--- src/design/cpf_pkg.sv ---
// ----------------------------------------------------------------------------
// cpf_pkg - shared types and constants for the closest pair finder
// Command word passed from the front end to the back end, field widths,
// metric codes and status codes.
// ----------------------------------------------------------------------------
package cpf_pkg;

    // field widths
    localparam int COORD_W    = 16;
    localparam int IDX_W      = 8;
    localparam int DIST_W     = 33;
    localparam int BEST_W     = 34;
    localparam int STATUS_W   = 2;
    localparam int MODE_W     = 2;
    localparam int IN_DATA_W  = 32;
    localparam int OUT_DATA_W = 56;

    // command queue geometry
    localparam int Q_DEPTH = 4;
    localparam int Q_AW    = 2;
    localparam int Q_CNT_W = 3;

    // metric codes
    localparam logic [MODE_W-1:0] MODE_DX     = 2'd0;
    localparam logic [MODE_W-1:0] MODE_DY     = 2'd1;
    localparam logic [MODE_W-1:0] MODE_SQ_EUC = 2'd2;

    // result status codes
    localparam logic [STATUS_W-1:0] STATUS_OK      = 2'd0;
    localparam logic [STATUS_W-1:0] STATUS_TOO_FEW = 2'd1;
    localparam logic [STATUS_W-1:0] STATUS_DROPPED = 2'd2;

    // one classified point
    typedef struct packed {
        logic                      last;
        logic                      store;
        logic [COORD_W-1:0]        y;
        logic [COORD_W-1:0]        x;
    } t_cmd;

endpackage

--- src/design/cpf_front.sv ---
// ----------------------------------------------------------------------------
// cpf_front - input stage of the closest pair finder
// Accepts points, numbers them within the set and marks those over capacity.
// ----------------------------------------------------------------------------
module cpf_front
    import cpf_pkg::*;
#(
    parameter int MAX_POINTS = 256,
    parameter int CW         = $clog2(MAX_POINTS + 1)
) (
    input  logic                 i_clk,
    input  logic                 i_rst_n,
    input  logic                 i_valid,
    output logic                 o_ready,
    input  logic [IN_DATA_W-1:0] i_data,
    input  logic                 i_last,
    input  logic                 i_q_full,
    output logic                 o_push,
    output t_cmd                 o_cmd,
    output logic [CW-1:0]        o_count
);

    logic [CW-1:0] r_count;
    logic [CW-1:0] n_count;
    logic          w_store;

    // room left in the point store
    assign w_store = (r_count < CW'(MAX_POINTS));

    // transfer whenever the queue has space
    assign o_ready = !i_q_full;
    assign o_push  = i_valid && !i_q_full;

    assign o_cmd.x     = i_data[COORD_W-1:0];
    assign o_cmd.y     = i_data[2*COORD_W-1:COORD_W];
    assign o_cmd.last  = i_last;
    assign o_cmd.store = w_store;
    assign o_count     = r_count;

    // points held in the current set
    always_comb begin
        n_count = r_count;
        if (o_push) begin
            if (i_last) begin
                n_count = '0;
            end else if (w_store) begin
                n_count = r_count + CW'(1);
            end
        end
    end

    always_ff @(posedge i_clk) begin
        if (!i_rst_n) begin
            r_count <= '0;
        end else begin
            r_count <= n_count;
        end
    end

endmodule

--- config.mk ---
export PLATFORM = sky130hd
export DESIGN_NAME = cpf_front
export DESIGN_NICKNAME = d
export VERILOG_FILES = /design/src/design/cpf_pkg.sv /design/src/design/cpf_front.sv
export SDC_FILE = /design/constraint.sdc
export NUM_CORES = 1
export LEC_CHECK = 0
export ABC_AREA = 1
export BUFFER_PORTS_ARGS = -buffer_cell sky130_fd_sc_hd__buf_2
export CORE_UTILIZATION = 30
export CTS_CLUSTER_SIZE = 24
export DETAILED_ROUTE_END_ITERATION = 12
export PLACE_DENSITY = 0.74
export SLEW_MARGIN = 20
export SYNTH_ARGS = -nofsm -noshare
export SYNTH_HDL_FRONTEND = slang
export SYNTH_SLANG_ARGS = --single-unit
--- constraint.sdc ---
create_clock -name i_clk -period 0.9 [get_ports i_clk]
set_input_delay 0.135 -clock i_clk [delete_from_list [all_inputs] [get_ports i_clk]]
set_output_delay 0.135 -clock i_clk [all_outputs]
set_load 0.02 [all_outputs]
==> metrics.md, run 1 <==
| Metric | Value |
|---|---|
| Run status | `finished with violations` |
| Failing checks | `negative setup slack` |
| Die width | `52.1 µm` |
| Worst Path Required | `0.76 ns` |
| Clock Tree Buf Depth | `2` |
| Row cnt | `17` |
| Clock root buffer master | `clkbuf_4` |
| Worst vdd ir | `between 0.7 and 0.8 mV` |
| Syn Inst Count | `108` |
| Post-synth EDFFs | `0` |
| Syn avg cell area | `between 6 and 7 µm²` |
| Num ports | `82` |
| Core Box Area | `2300 µm²` |
| Crit-path max FO | `3` |
| Initial DRT Pass Iterations | `4` |
| CP endpoint | `o_cmd[32]` |
| Synthesized flop and latch total | `9` |
| Clock Latency Late Sink | `0.26 ns` |
| Max incr delay on CP | `~0.39 ns` |
| Reg-to-reg setup timing slack | `-0.12 ns` |
| Fin nets | `154` |
| Sequential share of the synthesized area | `a little under a quarter` |
| Max Cap Viol | `0` |
| Critical path type | `flip-flop to output port` |
| Total number of vias | `650` |
| Max reg flops | `9` |
| Fillers | `~230` |
| WP buf/inv | `3` |
| Critical Path Stages | `3` |
| Slew Viols, Final | `0` |
| Netlist cell types | `19` |
| Routed wire length | `1640 µm` |
| Initial DRC Count | `6` |
| Worst R2R Start | `o_count[1]` |
| Final WS setup | `-0.146 ns` |
| Layout cells sized above 1 | `around 59%` |
| Top_reg_cell synth | `dfxtp_1` |
| Number of port buffers | `17` |
| Skew final | `between 0.0006 and 0.0007 ns` |
| Top post-synthesis cells by count | `34 x buf_4, 15 x nand2_1, 13 x nor2_1` |
| Cell area after synthesis | `approximately 750 µm²` |
| CP max stage cell | `dfxtp_4` |
| Initial Util | `32.7%` |
| Die Area | `between 2000 and 3000 µm²` |
| Util after Layout | `42.2%` |
| Synth top area share | `roughly a third` |
| Cts bufs inserted | `3` |
| Worst Reg-to-Reg Cells | `6` |
| Clk pin slew, worst setup/hold paths | `~0.06 ns` |
| Antenna violations before repair | `0` |
| Hold depth | `3` |
| Critical path launch point | `o_count[8]` |
| CTS tree | `built` |
| Final ANT Viol Nets | `0` |
| CP endpoint kind | `output port` |
| Max Fclk | `~960 MHz` |
| Hold WC Path Type | `input port to flip-flop` |
| Largest net degree at the start of global routing | `7` |
| Hold buffer count at cts | `0` |
| First-pass GRT wire length | `around 2500 µm` |
| Slew at the pin closest to its max-slew limit | `0.214 ns` |
| Post-DP HPWL | `~1300 µm` |
| RSZ-0062 raised after global routing | `yes` |
| Post-synth top area cell | `buf_4` |
| CP delay by family, top | `flip-flops` |
| Sink Count | `9` |
| Fin. Hold Viols | `0` |
| Hold WS | `0.138 ns` |
| DRC Markers | `0` |
| Number of H-tree levels | `1` |
| Syn nets | `between 100 and 150` |
| Gr ovfl total | `0` |
| Final Setup Violations | `17` |
| Power density over the cells | `between 800 and 900 nW/µm²` |
| RR Endpoint | `o_count[6]` |
| Final min period | `1.05 ns` |
| Slew headroom | `between 80% and 90%` |
| CP Launch Type | `flip-flop` |
| Synth-to-Final Area Change | `29.0%` |
| Count leader, synth | `buf_4` |
| Vias in the first global route | `slightly above 600` |
| Via/cell ratio | `about 4.5` |
| Final critical-path share of the clock period | `116%` |
| CP dominant cell by count | `buf_6` |
| Synth area leaders | `buf_4 34%, dfxtp_1 24%, nand2_1 7.5%` |
| Gpl congestion | `0.825` |
| P_leak | `0.421 nW` |
| WL/cell | `about 11 µm` |
| Crit path cell chain | `inv_4, buf_6, buf_6` |
| Die height | `~52 µm` |
| FFs w/ async S/R, synth | `0%` |
| Syn. warnings | `0` |
| N_diodes | `0` |
| WP data arrival | `~0.9 ns` |
| GRT Total Usage | `between 10% and 20%` |
==> timing repair <==
action                                  in CTS  in global routing
gates resized for setup                     29                 11
pin swaps                                    1                  3
endpoints found under the setup margin      18                 19
setup buffers                                4                  2
==> cells by family (layout without fill, tap and decap cells) <==
family	count (synthesis)	count (layout)	synth area share (%)
AO/OA/AOI/OAI	7	7	5.49
adder cells (fa/ha/maj)	1	1	1.66
buffers and inverters	48	55	40.9
flip-flops	9	9	24.0
AND/OR/NAND/NOR	43	43	28.0
==> stage by stage <==
stage                     instances  power (mW)  cell area, µm²  setup WS [ns]  setup TNS [ns]
final                           143       0.824             970         -0.146           -1.28
after detailed placement        133       0.507             774         -0.110          -0.572
after floorplan                 108       0.670             805        -0.0719          -0.359
after CTS                       141       0.827             920         -0.122           -1.40
after global placement          133       0.505             774        -0.0784          -0.315
after global routing            143       0.873             970         -0.198           -2.22
==> placed cells by master (no fill, tap or decap), drive strengths merged <==
cell and n:
clkbuf 4, dfxtp 9, nand2 17, ha 1
a21boi 1, nor3b 1, o21ai 3, a21oi 3
inv 14, nand4 1, nor3 2, nor2 16
nand3 6, buf 37
==> cell type report <==
class | instances | area (µm²) | share of cell area [%]
clock buffer | 4 | 26.3 | 2.71
inverter | 14 | 55.1 | 5.68
multi-input combinational | 51 | 329 | 33.9
sequential | 9 | 206 | 21.3
tap | 28 | 35.0 | 3.61
timing repair buffer | 37 | 318 | 32.8
==> power breakdown <==
group	internal [mW]	switching [mW]	total [mW]
clock	0.171	0.145	0.316
combinational	0.0481	0.0658	0.114
sequential	0.387	0.00668	0.393
total	0.606	0.218	0.824
==> per-layer routing <==
| metal | GRT usage, % | routed length [µm] | part of all wire [%] |
|---|---|---|---|
| met4 | 3.60 | 33 | 2.0 |
| met3 | 4.97 | 178 | 11 |
| met5 | 0 | 0 | 0 |
| met1 | 14.6 | 646 | 39 |
| met2 | 20.9 | 781 | 48 |
==> worst min-delay path: cells and delay by family <==
kind	cells	cell delay, ns
AOI/OAI and AO/OA	1	0.07
buffers and inverters	1	0.12
and+or+nand+nor	1	0.04
==> worst min-delay path by stage <==
stage / slack (ns) / start / end
detailed placement: 0.27 / i_data[0] / o_cmd[0]
global placement: 0.27 / i_data[0] / o_cmd[0]
floorplan: 0.26 / i_rst_n / o_count[0]
global route: 0.13 / i_rst_n / o_count[0]
finish: 0.14 / i_rst_n / o_count[0]
CTS: 0.14 / i_rst_n / o_count[0]
Note: power is estimated with default switching activity, not from simulation.
==> run 2: changes to the inputs <==
Settings changed: CORE_ASPECT_RATIO from default to 0.8, CORE_UTILIZATION 30 to 34, PLACE_DENSITY 0.74 to 0.8.
Clock period 0.9 ns to 1.2 ns, I/O delays scaled along.
==> metrics.md, run 2 (synthesis results as in run 1) <==
| Metric | Value |
|---|---|
| P_leak | `0.295 nW` |
| Post-CTS Setup Inserts | `0` |
| RSZ-0062 raised after global routing | `no` |
| Clock root buffer master | `clkbuf_4` |
| GRT Total Usage | `between 10% and 20%` |
| Critical path type | `flip-flop to output port` |
| Final Setup Violations | `0` |
| Hold WC Path Type | `input port to flip-flop` |
| CP Launch Type | `flip-flop` |
| Row cnt | `14` |
| Cts bufs inserted | `3` |
| Run status | `completed` |
| Fin nets | `135` |
| Final min period | `between 1 and 1.5 ns` |
| Skew final | `slightly above 0.007 ns` |
| Number of H-tree levels | `1` |
| Routed wire length | `1280 µm` |
| Most frequent cells in the layout | `17 x buf_2, 15 x nand2_1, 13 x nor2_1, 12 x inv_1, 6 x dfxtp_1` |
| Core Box Area | `between 1500 and 2000 µm²` |
| Total number of vias | `roughly 560` |
| Num ports | `around 80` |
| Hold WS | `between 0.15 and 0.2 ns` |
| Via/cell ratio | `between 4 and 5` |
| Max Fclk | `roughly 900 MHz` |
| Layout cells sized above 1 | `36.5%` |
| Gpl congestion | `between 0.7 and 0.8` |
| Max Cap Viol | `0` |
| WP data arrival | `0.91 ns` |
| Worst Path Required | `roughly 1.0 ns` |
| Final critical-path share of the clock period | `91.1%` |
| Sink Count | `9` |
| Slew at the pin closest to its max-slew limit | `between 0.2 and 0.25 ns` |
| GRT met3 Usage | `about 6.5%` |
| Worst vdd ir | `0.332 mV` |
| Commonest non-fill, non-tap cell in the layout | `buf_2` |
| CP delay by family, top | `flip-flops` |
| Die height | `roughly 44 µm` |
| Grt met2 use | `between 10% and 20%` |
| Clock Latency Late Sink | `roughly 0.26 ns` |
| Clock Tree Buf Depth | `2` |
| N_diodes | `0` |
| Crit path cell chain | `buf_4, buf_2` |
| Final setup TNS | `0 ns` |
| Seq. cell area | `between 150 and 200 µm²` |
| Post-DP HPWL | `1020 µm` |
| Slew Viols, Final | `0` |
| Initial Util | `between 30% and 40%` |
| GRT busiest layer | `met2` |
| Max incr delay on CP | `0.38 ns` |
| Initial DRC Count | `9` |
| Final WS setup | `0.107 ns` |
| Area occupied by multi-input gates | `roughly 280 µm²` |
| Max reg flops | `9` |
| DRC Markers | `0` |
| Crit-path max FO | `5` |
| Fin. Hold Viols | `0` |
| Met1 usage | `approximately 15%` |
| Synth-to-Final Area Change | `-12.0%` |
| Die Area | `about 2400 µm²` |
| Power density over the cells | `~920 nW/µm²` |
| First-pass GRT wire length | `~2100 µm` |
| Gr ovfl total | `0` |
| CP max stage cell | `dfxtp_2` |
| CP endpoint kind | `output port` |
| CTS tree | `built` |
| Die width | `54.6 µm` |
| Fillers | `210` |
| Initial DRT Pass Iterations | `4` |
| Largest net degree at the start of global routing | `7` |
| Slew headroom | `85.0%` |
| WL/cell | `10.7 µm` |
| Clk pin slew, worst setup/hold paths | `0.07 ns` |
| Final ANT Viol Nets | `0` |
| Pre-CTS setup slack | `just under 0.1 ns` |
| Antenna violations before repair | `0` |
| WP buf/inv | `2` |
| Vias in the first global route | `502` |
| Number of port buffers | `17` |
-- run 2: worst min-delay path, cell delays in order --
cell	delay [ns]
buf_2	0.12
o21ai_0	0.07
nor2_1	0.04
-- run 2: layout make-up --
type                       instances  area share, %
clock buffer                       4           3.97
multi-input combinational         51           41.8
timing repair buffer              18           14.0
tap                               24           4.54
inverter                          14           7.94
sequential                         9           27.8
-- run 2: through the flow --
| stage | util (%) | instances | instance area (µm²) | power [mW] |
|---|---|---|---|---|
| 6_report | 33.4 | 120 | 662 | 0.610 |
| 5_1_grt | 33.4 | 120 | 662 | 0.641 |
| 4_1_cts | 32.7 | 120 | 648 | 0.618 |
| 3_5_place_dp | 31.4 | 116 | 622 | 0.376 |
| 3_3_place_gp | 31.4 | 116 | 622 | 0.373 |
| 2_1_floorplan | - | 108 | 754 | 0.510 |
-- run 2: path summary, 6_finish.rpt --
check | startpoint | end | slack, ns | depth (start not counted)
worst min register to register | o_count[6] | o_count[6] | 0.49 | 2
worst min-delay path | i_rst_n | o_count[0] | 0.18 | 3
worst max-delay path | o_count[3] | o_count[3] | 0.11 | 2
worst max register to register | o_count[1] | o_count[6] | 0.13 | 6
-- run 2: power breakdown --
part	total, mW	internal, mW	switching, mW	leakage [nW]
clock	0.240	0.128	0.112	0.0150
sequential	0.305	0.302	0.00327	0.0740
combinational	0.0645	0.0209	0.0436	0.206
-- run 2: timing repair --
item                                    4_1_cts  5_1_grt
hold buffers                                  0        0
gates resized for setup                       0        5
endpoints found under the setup margin        0        3
-- run 2: per-layer routing --
layer,share of wire (%),vias up
met5,0,-
met4,4.4,0
met3,8.7,16
met2,45,25
met1,42,245
li1,-,273
