File: src/design/cpf_pkg.sv
// ----------------------------------------------------------------------------
// cpf_pkg - shared types and constants for the closest pair finder
// Command word passed from the front end to the back end, field widths,
// metric codes and status codes.
// ----------------------------------------------------------------------------
package cpf_pkg;

    // field widths
    localparam int COORD_W    = 16;
    localparam int IDX_W      = 8;
    localparam int DIST_W     = 33;
    localparam int BEST_W     = 34;
    localparam int STATUS_W   = 2;
    localparam int MODE_W     = 2;
    localparam int IN_DATA_W  = 32;
    localparam int OUT_DATA_W = 56;

    // command queue geometry
    localparam int Q_DEPTH = 4;
    localparam int Q_AW    = 2;
    localparam int Q_CNT_W = 3;

    // metric codes
    localparam logic [MODE_W-1:0] MODE_DX     = 2'd0;
    localparam logic [MODE_W-1:0] MODE_DY     = 2'd1;
    localparam logic [MODE_W-1:0] MODE_SQ_EUC = 2'd2;

    // result status codes
    localparam logic [STATUS_W-1:0] STATUS_OK      = 2'd0;
    localparam logic [STATUS_W-1:0] STATUS_TOO_FEW = 2'd1;
    localparam logic [STATUS_W-1:0] STATUS_DROPPED = 2'd2;

    // one classified point
    typedef struct packed {
        logic                      last;
        logic                      store;
        logic [COORD_W-1:0]        y;
        logic [COORD_W-1:0]        x;
    } t_cmd;

endpackage

File: src/design/cpf_queue.sv
// ----------------------------------------------------------------------------
// cpf_queue - short command queue between front and back end
// Four-entry first-in first-out buffer with registered storage.
// ----------------------------------------------------------------------------
module cpf_queue
    import cpf_pkg::*;
#(
    parameter int W = 8
) (
    input  logic         i_clk,
    input  logic         i_rst_n,
    input  logic         i_push,
    input  logic [W-1:0] i_data,
    output logic         o_full,
    input  logic         i_pop,
    output logic         o_valid,
    output logic [W-1:0] o_data
);

    logic [W-1:0]       r_mem [Q_DEPTH];
    logic [Q_AW-1:0]    r_wr;
    logic [Q_AW-1:0]    r_rd;
    logic [Q_CNT_W-1:0] r_cnt;
    logic               w_push;
    logic               w_pop;

    assign o_full  = (r_cnt == Q_CNT_W'(Q_DEPTH));
    assign o_valid = (r_cnt != '0);
    assign o_data  = r_mem[r_rd];
    assign w_push  = i_push && !o_full;
    assign w_pop   = i_pop && o_valid;

    // pointers and fill level
    always_ff @(posedge i_clk) begin
        if (!i_rst_n) begin
            r_wr  <= '0;
            r_rd  <= '0;
            r_cnt <= '0;
        end else begin
            if (w_push) r_wr <= r_wr + Q_AW'(1);
            if (w_pop)  r_rd <= r_rd + Q_AW'(1);
            if (w_push && !w_pop) begin
                r_cnt <= r_cnt + Q_CNT_W'(1);
            end else if (w_pop && !w_push) begin
                r_cnt <= r_cnt - Q_CNT_W'(1);
            end
        end
    end

    // storage
    always_ff @(posedge i_clk) begin
        if (w_push) r_mem[r_wr] <= i_data;
    end

endmodule

File: config.mk
export PLATFORM = sky130hd
export DESIGN_NAME = cpf_queue
export DESIGN_NICKNAME = d
export VERILOG_FILES = /design/src/design/cpf_pkg.sv /design/src/design/cpf_queue.sv
export SDC_FILE = /design/constraint.sdc
export NUM_CORES = 1
export LEC_CHECK = 0
export ABC_AREA = 0
export BUFFER_PORTS_ARGS = -buffer_cell sky130_fd_sc_hd__buf_2
export CAP_MARGIN = 25
export CORE_ASPECT_RATIO = 1.2
export CORE_MARGIN = 2
export CORE_UTILIZATION = 40
export DETAILED_ROUTE_END_ITERATION = 12
export PLACE_DENSITY = 0.69
export SYNTH_ARGS = -nofsm -noshare
export SYNTH_HDL_FRONTEND = slang
export SYNTH_SLANG_ARGS = --single-unit
File: constraint.sdc
create_clock -name i_clk -period 2.2 [get_ports i_clk]
set_input_delay 0.11 -clock i_clk [delete_from_list [all_inputs] [get_ports i_clk]]
set_output_delay 0.11 -clock i_clk [all_outputs]
set_load 0.02 [all_outputs]
==> results.json, run 1 <==
{
  "cp.required_ps": 2420,
  "p_sw_share_pct": 31.00,
  "utilization_pct": 48.22,
  "synth_edf_count": 32,
  "boundaryPins": 22,
  "antenna_found_initial": 0,
  "peakVddDrop_uv": 863.5,
  "syn_inst": 90,
  "fmax_mhz": 481.6,
  "period_share_pct": 94.38,
  "path_clk_slew_ps": 80,
  "path_max_fanout": 6,
  "power_density_nw_per_um2": 1126,
  "final-hold-violation-count": 0,
  "max-cap-violations": 0,
  "hold_class": "input pin to flop",
  "synth_top_area_cell": "edfxtp_1",
  "total_leakage_power_nw": 0.6787,
  "layout.nets": 133,
  "syn-cell-area_um2": 1642,
  "root_buffer": "clkbuf_8",
  "fin_area_um2": 1901,
  "htreeDepth": 2,
  "arrival_ps": 2300,
  "yosysMostFrequentCell": "edfxtp_1",
  "total_power_w": 0.002141,
  "gp_congestion": 0.7077,
  "max_slew.worst_pin.slew_ps": 544.1,
  "syn-num-nets": 108,
  "end_kind": "flop",
  "drt_iter0_drc": 18,
  "grt_use_total_pct": 11.71,
  "status": "finished clean",
  "fin_crit_ps": 2076,
  "crit_slowest_cell": "fa_1",
  "rrSetupSlack_ps": 120,
  "synthTopCellsByCount": "edfxtp_1, dfxtp_1, and2_1, mux4_2, ha_1",
  "fp.dieW_um": 62.48,
  "finalSetupTns_ps": 0,
  "routed_wl_um": 2466,
  "slew_viol_final": 0,
  "startpoint_type": "flop",
  "vias_per_cell": 4.782,
  "post_drt_wl_per_cell_um": 14.51,
  "place_hpwl_um": 1733,
  "post-cts-setup-buffers": 0,
  "drc": 0,
  "die_h_um": 74.18,
  "synth_top_area_share_pct": 58.54,
  "synth.top_cells.by_area": "edfxtp_1, dfxtp_1, mux4_2, ha_1, and2_1",
  "rsz0062_at_grt": "false",
  "power_frac_seq_pct": 50.1,
  "dr.pass1.iters": 4,
  "p_clk_share_pct": 21.9,
  "row_count": 25,
  "port-buffer-count": 21,
  "hp-start": "i_data[1]",
  "place_area_um2": 1798,
  "ctsHoldBuffers": 0,
  "p_comb_share_pct": 28.0,
  "yosysWarnings": 0,
  "synth_seq_area_share_pct": 69.51,
  "whs_ps": 25.45,
  "p_sw_w": 0.0006636,
  "ys_seq_elements": 41,
  "worstReg2RegStart": "r_cnt[2]",
  "synth_cell_types": 23,
  "drtAntennaViolNets": 0,
  "grt_max_degree": 14,
  "numCtsBuffers": 5,
  "r2r_cells": 8,
  "post_route_cells_drive_above_1_share_pct": 38.79,
  "area_growth_pct": 15.78,
  "dieArea_um2": 4634,
  "r2r_end": "r_cnt[2]",
  "avgSynthCellArea_um2": 18.24,
  "clk_latency_ps": 300,
  "synth_flop_cell": "edfxtp_1",
  "slew_headroom_pct": 63.68,
  "min_path_cells": 1,
  "diodes": 0,
  "holdPathEnd": "r_mem[2][1]",
  "ys_async_sr_fraction_pct": 0,
  "cts_tree": "yes",
  "grt_pass1_vias": 846,
  "overflow": 0,
  "vias": 813,
  "finalSetupViolCount": 0,
  "initial_core_util_pct": 41.65,
  "path_cells": "nor3b_2, nor2b_2, ha_2, inv_1, fa_1, xor2_1, or3_1, a21boi_1",
  "cts.sinks": 41,
  "cp_slowest_stage_delay_ps": 380,
  "p_int_w": 0.001477,
  "clock_skew_ps": 7.747,
  "crit_type": "flop to flop",
  "core_area_um2": 3941,
  "grt_pass1_wl_um": 3939,
  "cts.path.max_buffers": 2
}
## cells by family after synthesis
family / Yosys count / share of synthesized area (%)
flip-flops: 41 / 69.51
AND/OR/NAND/NOR: 17 / 6.326
multiplexers: 11 / 12.80
buffers and inverters: 7 / 2.133
adder cells (fa/ha/maj): 6 / 5.031
AO/OA/AOI/OAI: 4 / 2.058
XOR/XNOR: 4 / 2.135
## per-layer routing
| layer | track usage (%) | vias up | part of all wire [%] |
|---|---|---|---|
| met5 | 0 | - | 0 |
| met4 | 5.926 | 0 | 1.8 |
| met3 | 4.539 | 4 | 5.3 |
| met2 | 21.03 | 21 | 51 |
| met1 | 12.12 | 402 | 42 |
| li1 | - | 386 | - |
## worst max-delay path: cells and delay by family (launching register included)
kind                     cells  cell delay (ps)
AND/OR/NAND/NOR              3              660
adder cells (fa/ha/maj)      2              600
flip-flops                   1              370
XOR/XNOR                     1              160
AO/OA/AOI/OAI                1              160
buffers and inverters        1               50
## placed cells by master, fill, tap and decap left out, drive strengths merged, types with 2 or more instances in the layout
cell / synthesis / routed
xnor2: 3 / 3
clkinv: 0 / 2
buf: 3 / 22
dfxtp: 9 / 9
and2: 8 / 8
nor2b: 2 / 2
mux2i: 3 / 3
mux4: 8 / 8
inv: 3 / 3
or3: 2 / 2
ha: 5 / 5
nand2: 4 / 4
clkbuf: 1 / 5
edfxtp: 32 / 32
## registers in the layout, indices dropped and copies added (netlist names), named ones only
signal	cells
r_wr	2
r_rd	2
r_mem	32
r_cnt	3
## metrics by stage
| step | instances | setup WS, ps |
|---|---|---|
| global route | 170 | 0.2511 |
| CTS | 170 | 19.11 |
| detailed placement | 162 | 6.198 |
| finish | 170 | 123.5 |
| global placement | 162 | 246.2 |
| floorplan | 90 | 138.0 |
## worst max path at each step
stage | startpoint | endpoint | slack (ps) | cells after the start
finish | r_cnt[2] | r_cnt[2] | 120 | 8
detailed placement | r_cnt[0] | r_cnt[2] | 6 | 8
global placement | r_cnt[1] | r_cnt[2] | 250 | 7
floorplan | r_cnt[0] | r_cnt[2] | 140 | 9
global route | r_cnt[2] | r_cnt[2] | 0.3 | 8
CTS | r_cnt[1] | r_cnt[2] | 20 | 8
## power groups by stage
stage | Combinational (W) | Sequential [W] | Clock [W]
after global routing | 0.000653 | 0.00109 | 0.000511
final | 0.000599 | 0.00107 | 0.000469
after floorplan | 0.000497 | 0.00102 | 0
after detailed placement | 0.000598 | 0.00109 | 0
after global placement | 0.000574 | 0.00108 | 0
after CTS | 0.000601 | 0.00107 | 0.000482
## timing repair
action / in CTS / in global routing
gates resized for setup: 1 / 4
gates cloned: 0 / 0
endpoints found under the setup margin: 1 / 1
## area by class of cell
class | instances | area, um^2
Inverter | 3 | 11.26
Clock buffer | 5 | 68.82
Clock inverter | 3 | 17.52
Multi-Input combinational cell | 42 | 479.2
Timing Repair Buffer | 22 | 112.6
Tap cell | 54 | 67.56
Sequential cell | 41 | 1144
Fill cell | 355 | 2041
Note: power is estimated with default switching activity, not from simulation.
==> run 2, diff against run 1 <==
--- a/config.mk
+++ b/config.mk
@@ -12,6 +12,7 @@
 export CORE_MARGIN = 2
 export CORE_UTILIZATION = 40
 export DETAILED_ROUTE_END_ITERATION = 12
+export HOLD_SLACK_MARGIN = 0.06
 export PLACE_DENSITY = 0.69
 export SYNTH_ARGS = -nofsm -noshare
 export SYNTH_HDL_FRONTEND = slang
==> results.json, run 2 (same netlist as run 1, synthesis figures left out) <==
{
  "cp.required_ps": 2420,
  "stdcell_count": 178,
  "fp.dieW_um": 62.48,
  "end_kind": "flop",
  "grt_pass1_vias": 870,
  "rsz0062_at_grt": "false",
  "most-common-layout-cells": "edfxtp_1, buf_2, mux4_2, and2_1, dlygate4sd3_1",
  "drt_iter0_drc": 16,
  "fin_crit_ps": 2079,
  "diodes": 0,
  "boundaryPins": 22,
  "path_buf_inv": 1,
  "cp_slowest_stage_delay_ps": 380,
  "grt_pass1_wl_um": 3988,
  "power_density_nw_per_um2": 1086,
  "crit_slowest_cell": "fa_1",
  "grt_max_degree": 14,
  "startpoint_type": "flop",
  "dieArea_um2": 4634,
  "rrSetupSlack_ps": 120,
  "utilization_pct": 50.25,
  "area_growth_pct": 20.66,
  "layout.nets": 141,
  "min_path_cells": 3,
  "path_max_fanout": 6,
  "hp-start": "i_rst_n",
  "total_leakage_power_nw": 0.7121,
  "antenna_found_initial": 0,
  "vias": 844,
  "dp_cells": 162,
  "whs_ps": 147.0,
  "cts_tree": "yes",
  "htreeDepth": 2,
  "finalSetupTns_ps": 0,
  "regMostFlops": "r_mem",
  "holdPathEnd": "r_wr[1]",
  "arrival_ps": 2300,
  "hold_class": "input pin to flop",
  "slew_headroom_pct": 63.69,
  "worstReg2RegStart": "r_cnt[2]",
  "vias_per_cell": 4.742,
  "slew_viol_final": 0,
  "final-hold-violation-count": 0,
  "crit_type": "flop to flop",
  "drc": 0,
  "path_clk_slew_ps": 70,
  "r2r_cells": 8,
  "period_share_pct": 94.50,
  "die_h_um": 74.18,
  "numCtsBuffers": 5,
  "r2r_end": "r_cnt[2]",
  "reg_top3": "r_mem (32), r_cnt (3)",
  "routed_wl_um": 2495,
  "peakVddDrop_uv": 863.2,
  "finalSetupViolCount": 0,
  "cts.path.max_buffers": 2,
  "dr.pass1.iters": 4,
  "path_cells": "nor3b_2, nor2b_2, ha_2, inv_1, fa_1, xor2_1, or3_1, a21boi_1",
  "place_hpwl_um": 1733,
  "post_drt_wl_per_cell_um": 14.02,
  "clock_skew_ps": 7.824,
  "max_slew.worst_pin.slew_ps": 543.9,
  "post_route_cells_drive_above_1_share_pct": 36.29,
  "status": "finished clean",
  "layout_commonest_cell": "edfxtp_1",
  "root_buffer": "clkbuf_8",
  "max-cap-violations": 0,
  "cts.sinks": 41,
  "drtAntennaViolNets": 0,
  "gp_congestion": 0.7077,
  "largest_reg_flops": 32,
  "row_count": 25,
  "port-buffer-count": 21,
  "core_area_um2": 3941,
  "clk_latency_ps": 300,
  "overflow": 0,
  "initial_core_util_pct": 41.65,
  "crit_family": "simple AND/OR/NAND/NOR gates",
  "fmax_mhz": 481.0,
  "grt_use_total_pct": 11.81
}
run 2: cell count changes in the layout (fill, tap and decap cells not counted):
| cell | previous run | this run |
|---|---|---|
| dlygate4sd3_1 | 0 | 8 |
run 2: worst max path at each step:
stage                     endpoint  startpoint  cells after the start  slack [ps]
after global placement    r_cnt[2]    r_cnt[1]                      7         250
after global routing      r_cnt[2]    r_cnt[2]                      8         0.3
after floorplan           r_cnt[2]    r_cnt[0]                      9         140
final                     r_cnt[2]    r_cnt[2]                      8         120
after detailed placement  r_cnt[2]    r_cnt[0]                      8           6
after CTS                 r_cnt[2]    r_cnt[1]                      8          20
run 2: per-layer routing:
layer / routed length (um) / track usage, % / vias up
met5: 0 / 0 / -
met4: 44 / 5.926 / 0
met3: 122 / 4.236 / 4
met2: 1277 / 21.15 / 21
met1: 1052 / 12.53 / 417
li1: - / - / 402
run 2: through the flow:
step	setup WS (ps)	cell area (um^2)	total power, W
after CTS	19.11	1966	0.002166
final	121.0	1981	0.002152
after global routing	0.2511	1981	0.002270
after detailed placement	6.198	1798	0.001685
after global placement	246.2	1798	0.001650
after floorplan	138.0	1642	0.001515
run 2: report_power, final:
part | switching (W) | internal [W] | total (W)
clock network | 0.000250 | 0.000219 | 0.000469
registers | 0.000117 | 0.000956 | 0.00107
logic | 0.000298 | 0.000312 | 0.000610
run 2: area by class of cell:
| type | count | area, um^2 |
|---|---|---|
| fill | 355 | 1961 |
| clock inverter | 3 | 17.52 |
| sequential | 41 | 1144 |
| timing repair buffer | 30 | 192.7 |
| tap | 54 | 67.56 |
| multi-input combinational | 42 | 479.2 |
| clock buffer | 5 | 68.82 |
| inverter | 3 | 11.26 |
run 2: what timing repair did:
action | in CTS | in global routing
resized for setup | 1 | 4
buffers inserted | 0 | 0
hold endpoints to repair | 32 | 0
endpoints found under the setup margin | 1 | 1
hold buffers | 8 | 0
run 2: worst min-delay path: cells and delay by family:
| kind | cells | cell delay, ps |
|---|---|---|
| buf+inv | 1 | 150 |
| mux | 1 | 60 |
| simple gates | 1 | 70 |
==> run 3, diff against run 2 <==
--- a/config.mk
+++ b/config.mk
@@ -10,10 +10,10 @@
 export CAP_MARGIN = 25
 export CORE_ASPECT_RATIO = 1.2
 export CORE_MARGIN = 2
-export CORE_UTILIZATION = 40
+export CORE_UTILIZATION = 55
 export DETAILED_ROUTE_END_ITERATION = 12
 export HOLD_SLACK_MARGIN = 0.06
-export PLACE_DENSITY = 0.69
+export PLACE_DENSITY = 0.87
 export SYNTH_ARGS = -nofsm -noshare
 export SYNTH_HDL_FRONTEND = slang
 export SYNTH_SLANG_ARGS = --single-unit
==> results.json, run 3 (same netlist as run 1, synthesis figures left out) <==
{
  "initial_core_util_pct": 58.39,
  "clk_latency_ps": 340,
  "period_share_pct": 97.56,
  "finalSetupViolCount": 0,
  "area_growth_pct": 20.20,
  "drtAntennaViolNets": 0,
  "htreeDepth": 2,
  "crit_type": "flop to flop",
  "drc": 0,
  "antenna_found_initial": 0,
  "fp.dieW_um": 53.87,
  "final-hold-violation-count": 0,
  "power_density_nw_per_um2": 1159,
  "slew_viol_final": 0,
  "total_power_w": 0.002286,
  "pre_cts_ws_ps": 33.39,
  "peakVddDrop_uv": 738.2,
  "die_h_um": 63.85,
  "fmax_mhz": 465.9,
  "slew_headroom_pct": 65.31,
  "vias_per_cell": 5.449,
  "largest_reg_flops": 32,
  "grt_pass1_vias": 918,
  "most-common-layout-cells": "edfxtp_1, buf_2, mux4_2, and2_1, dlygate4sd3_1",
  "total_leakage_power_nw": 0.7238,
  "fin_crit_ps": 2146,
  "grt_pass1_wl_um": 4202,
  "arrival_ps": 2420,
  "port-buffer-count": 21,
  "cp.required_ps": 2480,
  "cp_slowest_stage_delay_ps": 390,
  "path_max_fanout": 6,
  "hold_class": "input pin to flop",
  "routed_wl_um": 2692,
  "crit_family": "adder cells",
  "place_hpwl_um": 1781,
  "fillCellCount": 183,
  "grt_use_total_pct": 18.43,
  "startpoint_type": "flop",
  "path_buf_inv": 1,
  "post_drt_wl_per_cell_um": 17.04,
  "post_route_cells_drive_above_1_share_pct": 37.10,
  "finalSetupTns_ps": 0,
  "gp_congestion": 0.6340,
  "reg_top3": "r_mem (32), r_cnt (3)",
  "multi_input_area_um2": 479.2,
  "row_count": 21,
  "cts.path.max_buffers": 2,
  "diodes": 0,
  "whs_ps": 89.15,
  "root_buffer": "clkbuf_4",
  "grt_max_degree": 14,
  "end_kind": "flop",
  "regMostFlops": "r_mem",
  "dieArea_um2": 3439,
  "path_clk_slew_ps": 120,
  "cts_tree": "yes",
  "layout.nets": 141,
  "vias": 861,
  "worst_slack_ps": 53.62,
  "core_area_um2": 2811,
  "path_cells": "o31ai_4, ha_2, inv_1, fa_1, xor2_1, or3_1, a21boi_1",
  "overflow": 0,
  "seqCellArea_um2": 1145,
  "crit_slowest_cell": "dfxtp_2",
  "dr.pass1.iters": 4,
  "clock_skew_ps": 10.28,
  "drt_iter0_drc": 24,
  "layout_commonest_cell": "edfxtp_1",
  "cts.sinks": 41,
  "boundaryPins": 22,
  "max_slew.worst_pin.slew_ps": 519.7,
  "max-cap-violations": 0,
  "status": "finished clean",
  "numCtsBuffers": 5
}
run 3: area by class of cell:
type	count	area share, %
flip-flops and latches	41	58.02
clock inverters	3	3.297
inverters	3	0.5707
multi-input cells	42	24.29
repair buffers	30	9.765
well taps	34	2.156
clock buffers	5	1.902
run 3: path summary, 6_finish.rpt:
| path | start | end | slack, ps | depth (start not counted) |
|---|---|---|---|---|
| hold reg to reg | r_wr[0] | r_wr[0] | 530 | 2 |
| setup reg to reg | r_cnt[1] | r_cnt[2] | 50 | 7 |
| setup / recovery | r_cnt[1] | r_cnt[2] | 50 | 7 |
| hold / removal | i_rst_n | r_cnt[1] | 90 | 2 |
run 3: power breakdown:
part | switching [W] | internal [W] | leakage [nW]
registers | 0.000118 | 0.000956 | 0.368
clock network | 0.000229 | 0.000352 | 0.0552
logic | 0.000316 | 0.000315 | 0.300
run 3: per-stage QoR:
| step | instance area [um^2] | instances | utilization [%] |
|---|---|---|---|
| after floorplan | 1642 | 90 | - |
| after global placement | 1773 | 142 | 63.06 |
| after detailed placement | 1773 | 142 | 63.06 |
| after CTS | 1956 | 158 | 69.56 |
| after global routing | 1973 | 158 | 70.18 |
| final | 1973 | 158 | 70.18 |
run 3: timing repair:
item	in CTS	in global routing
hold buffers	8	0
gates resized for setup	0	6
endpoints found under the setup margin	0	1
buffers inserted	0	0
endpoints found under the hold margin	32	0
run 3: layer usage:
metal / GRT usage, % / vias up / share of wire [%]
met3: 4.439 / 7 / 3.6
met5: 0 / - / 0
met2: 31.71 / 18 / 59
met1: 19.47 / 428 / 35
li1: - / 408 / -
met4: 10.90 / 0 / 2.1
